==> config.mk <==
export PLATFORM = sky130hd
export DESIGN_NAME = burgers_1d_stencil_step_flat
export DESIGN_NICKNAME = d
export VERILOG_FILES = /design/src/sv/b1d_pkg.sv /design/src/sv/b1d_in_if.sv /design/src/sv/b1d_out_if.sv /design/src/sv/burgers_1d_stencil_step.sv /design/src/sv/b1d_cell.sv /design/src/sv/b1d_update.sv /design/src/flat_wrapper.sv
export SDC_FILE = /design/constraint.sdc
export NUM_CORES = 2
export LEC_CHECK = 0
export ABC_CLOCK_PERIOD_IN_PS = 12700
export BUFFER_PORTS_ARGS = -buffer_cell sky130_fd_sc_hd__buf_2
export CORE_MARGIN = 4
export CORE_UTILIZATION = 50
export DETAILED_ROUTE_END_ITERATION = 10
export PLACE_DENSITY = 0.75
export SLEW_MARGIN = 15
export SYNTH_ARGS = -nofsm -noshare
export SYNTH_HDL_FRONTEND = slang
export SYNTH_SLANG_ARGS = --single-unit
==> constraint.sdc <==
create_clock -name clk -period 12.7 [get_ports clk]
set_clock_uncertainty 0.15 [all_clocks]
set_input_delay 1.905 -clock clk [delete_from_list [all_inputs] [get_ports clk]]
set_output_delay 1.905 -clock clk [all_outputs]
set_load 0.05 [all_outputs]
==> src/sv/b1d_pkg.sv <==
package b1d_pkg;

  localparam int SAMPLE_W       = 16;
  localparam int IDX_W          = 8;
  localparam int COEF_W         = 16;
  localparam int CFG_IDX_W      = 1;
  localparam int ROW_LENGTH_DEF = 32;

  localparam logic [COEF_W-1:0] COURANT_RST   = 16'd6226;
  localparam logic [COEF_W-1:0] DIFFUSION_RST = 16'd2957;

  // configuration register indexes
  typedef enum logic [CFG_IDX_W-1:0] {
    REG_COURANT   = 1'b0,
    REG_DIFFUSION = 1'b1
  } b1d_reg_t;

  // one stencil point to update
  typedef struct packed {
    logic signed [SAMPLE_W-1:0] left;
    logic signed [SAMPLE_W-1:0] centre;
    logic signed [SAMPLE_W-1:0] right;
    logic [IDX_W-1:0]           index;
    logic                       done;
  } b1d_job_t;

  // one updated point
  typedef struct packed {
    logic signed [SAMPLE_W-1:0] new_sample;
    logic [IDX_W-1:0]           sample_index;
    logic                       saturated;
    logic                       row_done;
  } b1d_result_t;

endpackage

==> src/sv/b1d_in_if.sv <==
interface b1d_in_if
  import b1d_pkg::*;
  ();
  logic                       valid;
  logic                       ready;
  logic signed [SAMPLE_W-1:0] sample;
  logic                       last_sample;

  modport source (output valid, output sample, output last_sample, input ready);
  modport sink   (input valid, input sample, input last_sample, output ready);
endinterface

==> src/sv/b1d_out_if.sv <==
interface b1d_out_if
  import b1d_pkg::*;
  ();
  logic                       valid;
  logic                       ready;
  logic signed [SAMPLE_W-1:0] new_sample;
  logic [IDX_W-1:0]           sample_index;
  logic                       saturated;
  logic                       row_done;

  modport source (output valid, output new_sample, output sample_index,
                  output saturated, output row_done, input ready);
  modport sink   (input valid, input new_sample, input sample_index,
                  input saturated, input row_done, output ready);
endinterface

==> src/sv/burgers_1d_stencil_step.sv <==
// One explicit time step of the 1D viscous Burgers equation on a periodic row
// of signed Q6.10 samples, one sample per input word. Points 1..N-3 come out as
// the row streams by; the word flagged last_sample (or the word at index
// ROW_LENGTH-1) also yields points N-2, N-1 and finally 0 with row_done set.
// Each result passes through a three-stage multiply pipeline and then the output
// register before it is valid at the output. The next result is started only at
// the edge where the previous one leaves the output register, or while that
// register is empty, and a new sample is accepted only once every point of the
// previous one has been started. The first two samples of a row cause no
// result. Receiver stalls delay the next start.
// Configuration writes are legal only while the block is idle.
module burgers_1d_stencil_step
  import b1d_pkg::*;
#(
  parameter int ROW_LENGTH = ROW_LENGTH_DEF
) (
  input  logic                 clk,
  input  logic                 rst_n,
  input  logic                 cfg_we,
  input  logic [CFG_IDX_W-1:0] cfg_index,
  input  logic [COEF_W-1:0]    cfg_data,
  b1d_in_if.sink               in_ch,
  b1d_out_if.source            out_ch
);

  localparam logic [IDX_W-1:0] LAST_POS = IDX_W'(ROW_LENGTH - 1);

  logic [COEF_W-1:0] courant_r, diffusion_r;

  // configuration registers
  always_ff @(posedge clk) begin
    if (!rst_n) begin
      courant_r   <= COURANT_RST;
      diffusion_r <= DIFFUSION_RST;
    end else if (cfg_we) begin
      if (cfg_index == REG_COURANT) begin
        courant_r <= cfg_data;
      end
      if (cfg_index == REG_DIFFUSION) begin
        diffusion_r <= cfg_data;
      end
    end
  end

  logic                       accept;
  logic [2:0]                 pend_r, pend_nxt;
  b1d_job_t                   job_r [3];
  b1d_job_t                   job_nxt [3];
  logic [IDX_W-1:0]           pos_r;
  logic signed [SAMPLE_W-1:0] first0_r, first1_r;
  logic signed [SAMPLE_W-1:0] win0, win1;
  logic                       row_end;
  b1d_job_t                   job_a, job_b, job_c;
  logic                       has_a, has_b;
  logic                       issue;
  logic                       pipe_busy;
  logic                       res_valid;
  b1d_result_t                res;
  logic                       out_valid_r;
  b1d_result_t                out_r;
  logic                       upd_v1, upd_v2;

  assign accept       = in_ch.valid & in_ch.ready;
  assign in_ch.ready  = ~|pend_r;

  // window cells: the sample shifts into win1, then on to win0
  b1d_cell u_cell_w1 (
    .clk      (clk),
    .rst_n    (rst_n),
    .shift_en (accept),
    .d_in     (in_ch.sample),
    .q        (win1)
  );

  b1d_cell u_cell_w0 (
    .clk      (clk),
    .rst_n    (rst_n),
    .shift_en (accept),
    .d_in     (win1),
    .q        (win0)
  );

  // build the stencil points this word completes
  always_comb begin
    row_end      = in_ch.last_sample | (pos_r >= LAST_POS);
    has_a        = pos_r >= IDX_W'(2);
    has_b        = row_end & (pos_r != '0);

    job_a.left   = win0;
    job_a.centre = win1;
    job_a.right  = in_ch.sample;
    job_a.index  = pos_r - IDX_W'(1);
    job_a.done   = 1'b0;

    job_b.left   = win1;
    job_b.centre = in_ch.sample;
    job_b.right  = first0_r;
    job_b.index  = pos_r;
    job_b.done   = 1'b0;

    job_c.left   = in_ch.sample;
    job_c.centre = (pos_r == '0) ? in_ch.sample : first0_r;
    job_c.right  = (pos_r >= IDX_W'(2)) ? first1_r : in_ch.sample;
    job_c.index  = '0;
    job_c.done   = 1'b1;
  end

  // queue the points in order, or drop the head once it is issued
  always_comb begin
    job_nxt[0] = job_r[0];
    job_nxt[1] = job_r[1];
    job_nxt[2] = job_r[2];
    pend_nxt   = pend_r;
    if (accept) begin
      priority if (has_a && has_b) begin
        job_nxt[0] = job_a;
        job_nxt[1] = job_b;
        job_nxt[2] = job_c;
        pend_nxt   = 3'b111;
      end else if (has_a && row_end) begin
        job_nxt[0] = job_a;
        job_nxt[1] = job_c;
        pend_nxt   = 3'b011;
      end else if (has_a) begin
        job_nxt[0] = job_a;
        pend_nxt   = 3'b001;
      end else if (has_b) begin
        job_nxt[0] = job_b;
        job_nxt[1] = job_c;
        pend_nxt   = 3'b011;
      end else if (row_end) begin
        job_nxt[0] = job_c;
        pend_nxt   = 3'b001;
      end else begin
        pend_nxt   = 3'b000;
      end
    end else if (issue) begin
      job_nxt[0] = job_r[1];
      job_nxt[1] = job_r[2];
      pend_nxt   = {1'b0, pend_r[2:1]};
    end
  end

  always_ff @(posedge clk) begin
    job_r[0] <= job_nxt[0];
    job_r[1] <= job_nxt[1];
    job_r[2] <= job_nxt[2];
  end

  // row position and the first two samples for the wrap
  always_ff @(posedge clk) begin
    if (!rst_n) begin
      pend_r   <= '0;
      pos_r    <= '0;
      first0_r <= '0;
      first1_r <= '0;
    end else begin
      pend_r <= pend_nxt;
      if (accept) begin
        pos_r <= row_end ? '0 : pos_r + IDX_W'(1);
        if (pos_r == '0) begin
          first0_r <= in_ch.sample;
        end
        if (pos_r == IDX_W'(1)) begin
          first1_r <= in_ch.sample;
        end
      end
    end
  end

  // one point in flight at a time; start the next as the output frees up
  assign pipe_busy = upd_v1 | upd_v2 | res_valid;
  assign issue     = pend_r[0] & ~pipe_busy & (~out_valid_r | out_ch.ready);

  b1d_update u_update (
    .clk       (clk),
    .rst_n     (rst_n),
    .job_valid (issue),
    .job       (job_r[0]),
    .courant   (courant_r),
    .diffusion (diffusion_r),
    .res_valid (res_valid),
    .res       (res)
  );

  // track the first two pipeline stages for the busy check
  always_ff @(posedge clk) begin
    if (!rst_n) begin
      upd_v1 <= 1'b0;
      upd_v2 <= 1'b0;
    end else begin
      upd_v1 <= issue;
      upd_v2 <= upd_v1;
    end
  end

  // output register: hold the word until it is taken
  always_ff @(posedge clk) begin
    if (!rst_n) begin
      out_valid_r <= 1'b0;
    end else if (res_valid) begin
      out_valid_r <= 1'b1;
    end else if (out_ch.ready) begin
      out_valid_r <= 1'b0;
    end
  end

  always_ff @(posedge clk) begin
    if (res_valid) begin
      out_r <= res;
    end
  end

  assign out_ch.valid        = out_valid_r;
  assign out_ch.new_sample   = out_r.new_sample;
  assign out_ch.sample_index = out_r.sample_index;
  assign out_ch.saturated    = out_r.saturated;
  assign out_ch.row_done     = out_r.row_done;

endmodule

==> src/sv/b1d_cell.sv <==
module b1d_cell
  import b1d_pkg::*;
(
  input  logic                       clk,
  input  logic                       rst_n,
  input  logic                       shift_en,
  input  logic signed [SAMPLE_W-1:0] d_in,
  output logic signed [SAMPLE_W-1:0] q
);

  logic signed [SAMPLE_W-1:0] val_r;

  // take the neighbor's sample on each shift
  always_ff @(posedge clk) begin
    if (!rst_n) begin
      val_r <= '0;
    end else if (shift_en) begin
      val_r <= d_in;
    end
  end

  assign q = val_r;

endmodule

==> src/sv/b1d_update.sv <==
module b1d_update
  import b1d_pkg::*;
(
  input  logic              clk,
  input  logic              rst_n,
  input  logic              job_valid,
  input  b1d_job_t          job,
  input  logic [COEF_W-1:0] courant,
  input  logic [COEF_W-1:0] diffusion,
  output logic              res_valid,
  output b1d_result_t       res
);

  localparam int P1_W  = 2 * SAMPLE_W + 1;
  localparam int PD_W  = SAMPLE_W + 2 + COEF_W + 1;
  localparam int CV_W  = P1_W + COEF_W + 1;
  localparam int TOT_W = CV_W + 2;

  // stage 1: differences and first products
  logic signed [SAMPLE_W:0]   du;
  logic signed [SAMPLE_W+1:0] lap;
  logic signed [P1_W-1:0]     p1_nxt;
  logic signed [PD_W-1:0]     pd_nxt;

  assign du     = {job.centre[SAMPLE_W-1], job.centre} - {job.left[SAMPLE_W-1], job.left};
  assign lap    = {{2{job.right[SAMPLE_W-1]}}, job.right}
                - ({{2{job.centre[SAMPLE_W-1]}}, job.centre} <<< 1)
                + {{2{job.left[SAMPLE_W-1]}}, job.left};
  assign p1_nxt = P1_W'(du * job.centre);
  assign pd_nxt = PD_W'(lap * $signed({1'b0, diffusion}));

  logic                       v1_r, v2_r, v3_r;
  logic signed [P1_W-1:0]     p1_r;
  logic signed [PD_W-1:0]     pd1_r, pd2_r;
  logic signed [SAMPLE_W-1:0] u1_r, u2_r;
  logic [IDX_W-1:0]           idx1_r, idx2_r;
  logic                       done1_r, done2_r;
  logic signed [CV_W-1:0]     conv_r;
  logic signed [CV_W-1:0]     conv_nxt;
  b1d_result_t                res_r, res_nxt;

  // stage 2: convection product times courant factor
  assign conv_nxt = CV_W'(p1_r * $signed({1'b0, courant}));

  // stage 3: sum, round half up, saturate
  logic signed [TOT_W-1:0] total;
  logic signed [TOT_W-1:0] shifted;

  always_comb begin
    total   = (TOT_W'(u2_r) <<< 26) - TOT_W'(conv_r) + (TOT_W'(pd2_r) <<< 10);
    shifted = (total + (TOT_W'(1) <<< 25)) >>> 26;
    res_nxt.sample_index = idx2_r;
    res_nxt.row_done     = done2_r;
    priority if (shifted > TOT_W'(32767)) begin
      res_nxt.new_sample = 16'sh7FFF;
      res_nxt.saturated  = 1'b1;
    end else if (shifted < -TOT_W'(32768)) begin
      res_nxt.new_sample = -16'sh8000;
      res_nxt.saturated  = 1'b1;
    end else begin
      res_nxt.new_sample = shifted[SAMPLE_W-1:0];
      res_nxt.saturated  = 1'b0;
    end
  end

  // advance the valid bits
  always_ff @(posedge clk) begin
    if (!rst_n) begin
      v1_r <= 1'b0;
      v2_r <= 1'b0;
      v3_r <= 1'b0;
    end else begin
      v1_r <= job_valid;
      v2_r <= v1_r;
      v3_r <= v2_r;
    end
  end

  // advance the payload
  always_ff @(posedge clk) begin
    p1_r    <= p1_nxt;
    pd1_r   <= pd_nxt;
    u1_r    <= job.centre;
    idx1_r  <= job.index;
    done1_r <= job.done;
    conv_r  <= conv_nxt;
    pd2_r   <= pd1_r;
    u2_r    <= u1_r;
    idx2_r  <= idx1_r;
    done2_r <= done1_r;
    res_r   <= res_nxt;
  end

  assign res_valid = v3_r;
  assign res       = res_r;

endmodule
==> src/flat_wrapper.sv <==
// flat-port wrapper written by rule: the top's interface ports become plain ports
module burgers_1d_stencil_step_flat import b1d_pkg::*;
#(
  parameter int ROW_LENGTH = ROW_LENGTH_DEF
)
  (clk, rst_n, cfg_we, cfg_index, cfg_data, in_ch_valid, in_ch_sample, in_ch_last_sample, in_ch_ready, out_ch_valid, out_ch_new_sample, out_ch_sample_index, out_ch_saturated, out_ch_row_done, out_ch_ready);
  b1d_in_if in_ch_i ();
  b1d_out_if out_ch_i ();
  input  logic clk;
  input  logic rst_n;
  input  logic cfg_we;
  input  logic [CFG_IDX_W-1:0] cfg_index;
  input  logic [COEF_W-1:0] cfg_data;
  input wire logic [$bits(in_ch_i.valid)-1:0] in_ch_valid;
  input wire logic [$bits(in_ch_i.sample)-1:0] in_ch_sample;
  input wire logic [$bits(in_ch_i.last_sample)-1:0] in_ch_last_sample;
  output wire logic [$bits(in_ch_i.ready)-1:0] in_ch_ready;
  output wire logic [$bits(out_ch_i.valid)-1:0] out_ch_valid;
  output wire logic [$bits(out_ch_i.new_sample)-1:0] out_ch_new_sample;
  output wire logic [$bits(out_ch_i.sample_index)-1:0] out_ch_sample_index;
  output wire logic [$bits(out_ch_i.saturated)-1:0] out_ch_saturated;
  output wire logic [$bits(out_ch_i.row_done)-1:0] out_ch_row_done;
  input wire logic [$bits(out_ch_i.ready)-1:0] out_ch_ready;
  assign in_ch_i.valid = in_ch_valid;
  assign in_ch_i.sample = in_ch_sample;
  assign in_ch_i.last_sample = in_ch_last_sample;
  assign in_ch_ready = in_ch_i.ready;
  assign out_ch_valid = out_ch_i.valid;
  assign out_ch_new_sample = out_ch_i.new_sample;
  assign out_ch_sample_index = out_ch_i.sample_index;
  assign out_ch_saturated = out_ch_i.saturated;
  assign out_ch_row_done = out_ch_i.row_done;
  assign out_ch_i.ready = out_ch_ready;
  burgers_1d_stencil_step #(.ROW_LENGTH(ROW_LENGTH)) u_core (.clk(clk), .rst_n(rst_n), .cfg_we(cfg_we), .cfg_index(cfg_index), .cfg_data(cfg_data), .in_ch(in_ch_i), .out_ch(out_ch_i));
endmodule
==> impl_metrics.ini <==
[run_status]
outcome = completed

[grt]
met1_usage = 0.299
busiest_layer = met2
grt_pass1_wl_mm = 244
grt_util_met3 = 0.0358
grt_use_met2 = 0.409
grt_start_max_net_pins = 97
grtUsageTotal = 0.238
grt_pass1_vias = 47500
grt_overflow = 0
antenna_found_initial = 5

[drt]
wirelength_mm = 148
via_per_inst = 5.36
drc = 0
dr.pass1.iters = 5
dr.first_iter.drc_count = 3138
ant_nets = 0
dr_total_vias = 43700
routedWlPerCell_um = 18.2

[setup_path]
crit_path_top_delay_cell = edfxtp_1
cp_data_arrival_time_ns = 11.55
cp_max_fo = 18
cp-end-kind = flop
worstReg2RegEnd = u_core.u_update.p1_r[32]
critPathKind = reg -> reg
r2r_setup_slack_ns = 1.54
r2r_cells = 38
slowest_delay_ns = 0.70
worstSetupStartpointType = flop
cp_data_required_time_ns = 13.08
reg2reg_from = u_core.job_r[0][25]

[yosys]
synthesis.area_um2 = 61300
synth_compound_area_frac = 0.0742
syn_nets = 8112
synth_top_family_by_area = adder cells
seq_area_frac_synth = 0.203
synth_mux_area_frac = 0.0106
ys_types = 73
synth_area_leaders = fa_1 36%, dfxtp_1 11%, edfxtp_1 9.2%, inv_1 8.7%, ha_1 7.9%
syn_inst = 6580
synth-edff-count = 188
synth_fa_ha_area_frac = 0.441
synth_top_area_share = 0.362
ys_warn_count = 0
syn_area_per_cell_um2 = 9.31
yosys.area_share.simple = 0.140
yosys.area.top_type = fa_1
ys.flop_type = dfxtp_1
async_reset_ff_frac = 0
ys_ff_latch = 528
synth_xor_area_frac = 0.0247

[timing]
slew_violations = 0
report.final.hold_viol_count = 0
relSlewSlack = 0.216
rsz0062_at_grt = no
setup_ws_ns = 1.54
period_share = 0.879
worst_pin_slew_ns = 1.17
clock.fmax_mhz = 89.6
setup_violations = 0
fin_crit_ns = 11.16
whs_ns = 0.172
totalNegativeSetupSlack_ns = 0

[final_layout]
fillers = 10700
utilization = 0.534
multiInputGateArea_um2 = 42400
nets = 8003
seq_area_um2 = 12500
syn_to_final_growth_pct = 6.13
layout_commonest_cell = inv_1
final_cell_mix = 1421 x inv_1, 1107 x fa_1, 988 x nand2_1
drive_above_1_share = 0.0434

[clock_network]
cts.sink_count = 528
ctsResizeCount = 0
path_clk_slew_ns = 0.07
post_cts_buffers = 0
clockRootBuffer = clkbuf_16
clockBufferDepth = 3
numCtsBuffers = 53
htreeDepth = 2
cts_tree = yes
postCtsHoldBufs = 0
clk_latency_ns = 0.67

[min_path]
min_path_cells = 0
hold_end = u_core.u_update.idx2_r[2]
hp-class = reg -> reg
min-delay-start = u_core.u_update.idx1_r[2]

[place]
place_congestion = 0.902
place_ws_ns = 1.58
place.port_buffers = 66
dp_hpwl_mm = 112

[floorplan]
die_h_um = 358
dieArea_um2 = 128000
io_pins = 67
row_count = 128
initial_utilization = 0.503
core_um2 = 122000
die_x_um = 358

[job]
drv_cap = 0
[cell type report]
class / instances / share of cell area
multi-input combinational: 4328 / 0.652
inverter: 1423 / 0.0821
antenna: 4 / 0.000154
tap: 1625 / 0.0313
clock buffer: 69 / 0.0236
timing repair buffer: 137 / 0.0133
sequential: 528 / 0.192
clock inverter: 29 / 0.00543
[routing by layer]
layer,part of all wire,up-vias
met2,0.49,1512
li1,-,19700
met4,0.049,2
met3,0.068,395
met5,0.000047,-
met1,0.39,22000
[worst max-delay path, delay by kind of cell, from the launching register on]
family | cells | cell delay [ns]
AO/OA/AOI/OAI | 20 | 4.86
adder cells (fa/ha/maj) | 9 | 3.88
AND/OR/NAND/NOR | 3 | 0.90
flip-flops | 1 | 0.70
buffers and inverters | 5 | 0.44
XOR/XNOR | 1 | 0.09
[worst max-delay path by stage]
stage | from | endpoint | slack (ns) | cells after the start
floorplan | u_core.job_r[0][25] | u_core.u_update.p1_r[31] | 3.19 | 37
global placement | u_core.job_r[0][25] | u_core.u_update.p1_r[32] | 1.93 | 38
detailed placement | u_core.job_r[0][25] | u_core.u_update.p1_r[32] | 1.58 | 38
CTS | u_core.job_r[0][25] | u_core.u_update.p1_r[32] | 1.56 | 38
global route | u_core.job_r[0][25] | u_core.u_update.p1_r[32] | 0.79 | 38
finish | u_core.job_r[0][25] | u_core.u_update.p1_r[32] | 1.54 | 38
[registers in the layout, indices dropped and copies added, names as in the netlist, 3 cells and up]
| register | flops |
|---|---|
| u_core.u_update.res | 26 |
| u_core.out_ch.sample_index | 8 |
| u_core.u_cell_w1.q | 16 |
| u_core.u_update.conv_r | 50 |
| u_core.first1_r | 16 |
| u_core.diffusion_r | 16 |
| u_core.u_update.p1_r | 33 |
| u_core.u_update.pd2_r | 35 |
| u_core.out_ch.new_sample | 16 |
| u_core.u_update.u2_r | 16 |
| u_core.u_update.idx1_r | 8 |
| u_core.job_r | 162 |
| u_core.u_update.idx2_r | 8 |
| u_core.pend_r | 3 |
| u_core.first0_r | 16 |
| u_core.courant_r | 16 |
| u_core.pos_r | 8 |
| u_core.u_update.pd1_r | 35 |
| u_core.u_update.u1_r | 16 |
| u_core.u_cell_w0.q | 16 |
[synth_stat cells (all sizes together) (5+ instances only)]
cell	number
nor3	35
o21ai	162
o21bai	18
a2111oi	8
o21a	18
nor4	5
a31oi	27
a211oi	44
a21o	93
mux2i	64
nor2	200
buf	15
o211ai	9
a21oi	267
and3	36
clkbuf	286
a21boi	15
nand2	992
or3	12
xnor2	134
nand3	56
and2	401
and4	8
o31ai	13
nand2b	43
inv	1423
xor2	39
edfxtp	188
fa	1107
or2	6
nor2b	45
nand4	16
a31o	5
ha	386
dfxtp	340
[cells by family after synthesis]
group	after synthesis
muxes	65
xor gates and xnor gates	173
and+or+nand+nor	1862
DFF	528
buffers and inverters	1724
AOI/OAI and AO/OA	731
adders and majority gates	1497
[stage by stage]
| stage | instances | instance area [µm²] |
|---|---|---|
| detailed placement | 8040 | 63100 |
| global route | 8141 | 65000 |
| global placement | 8040 | 63100 |
| finish | 8143 | 65000 |
| CTS | 8138 | 65000 |
| floorplan | 6580 | 61300 |
Power is left out: the tool's default activity adds up to more than one toggle a clock period on the data nets, which glitch-free logic cannot reach.
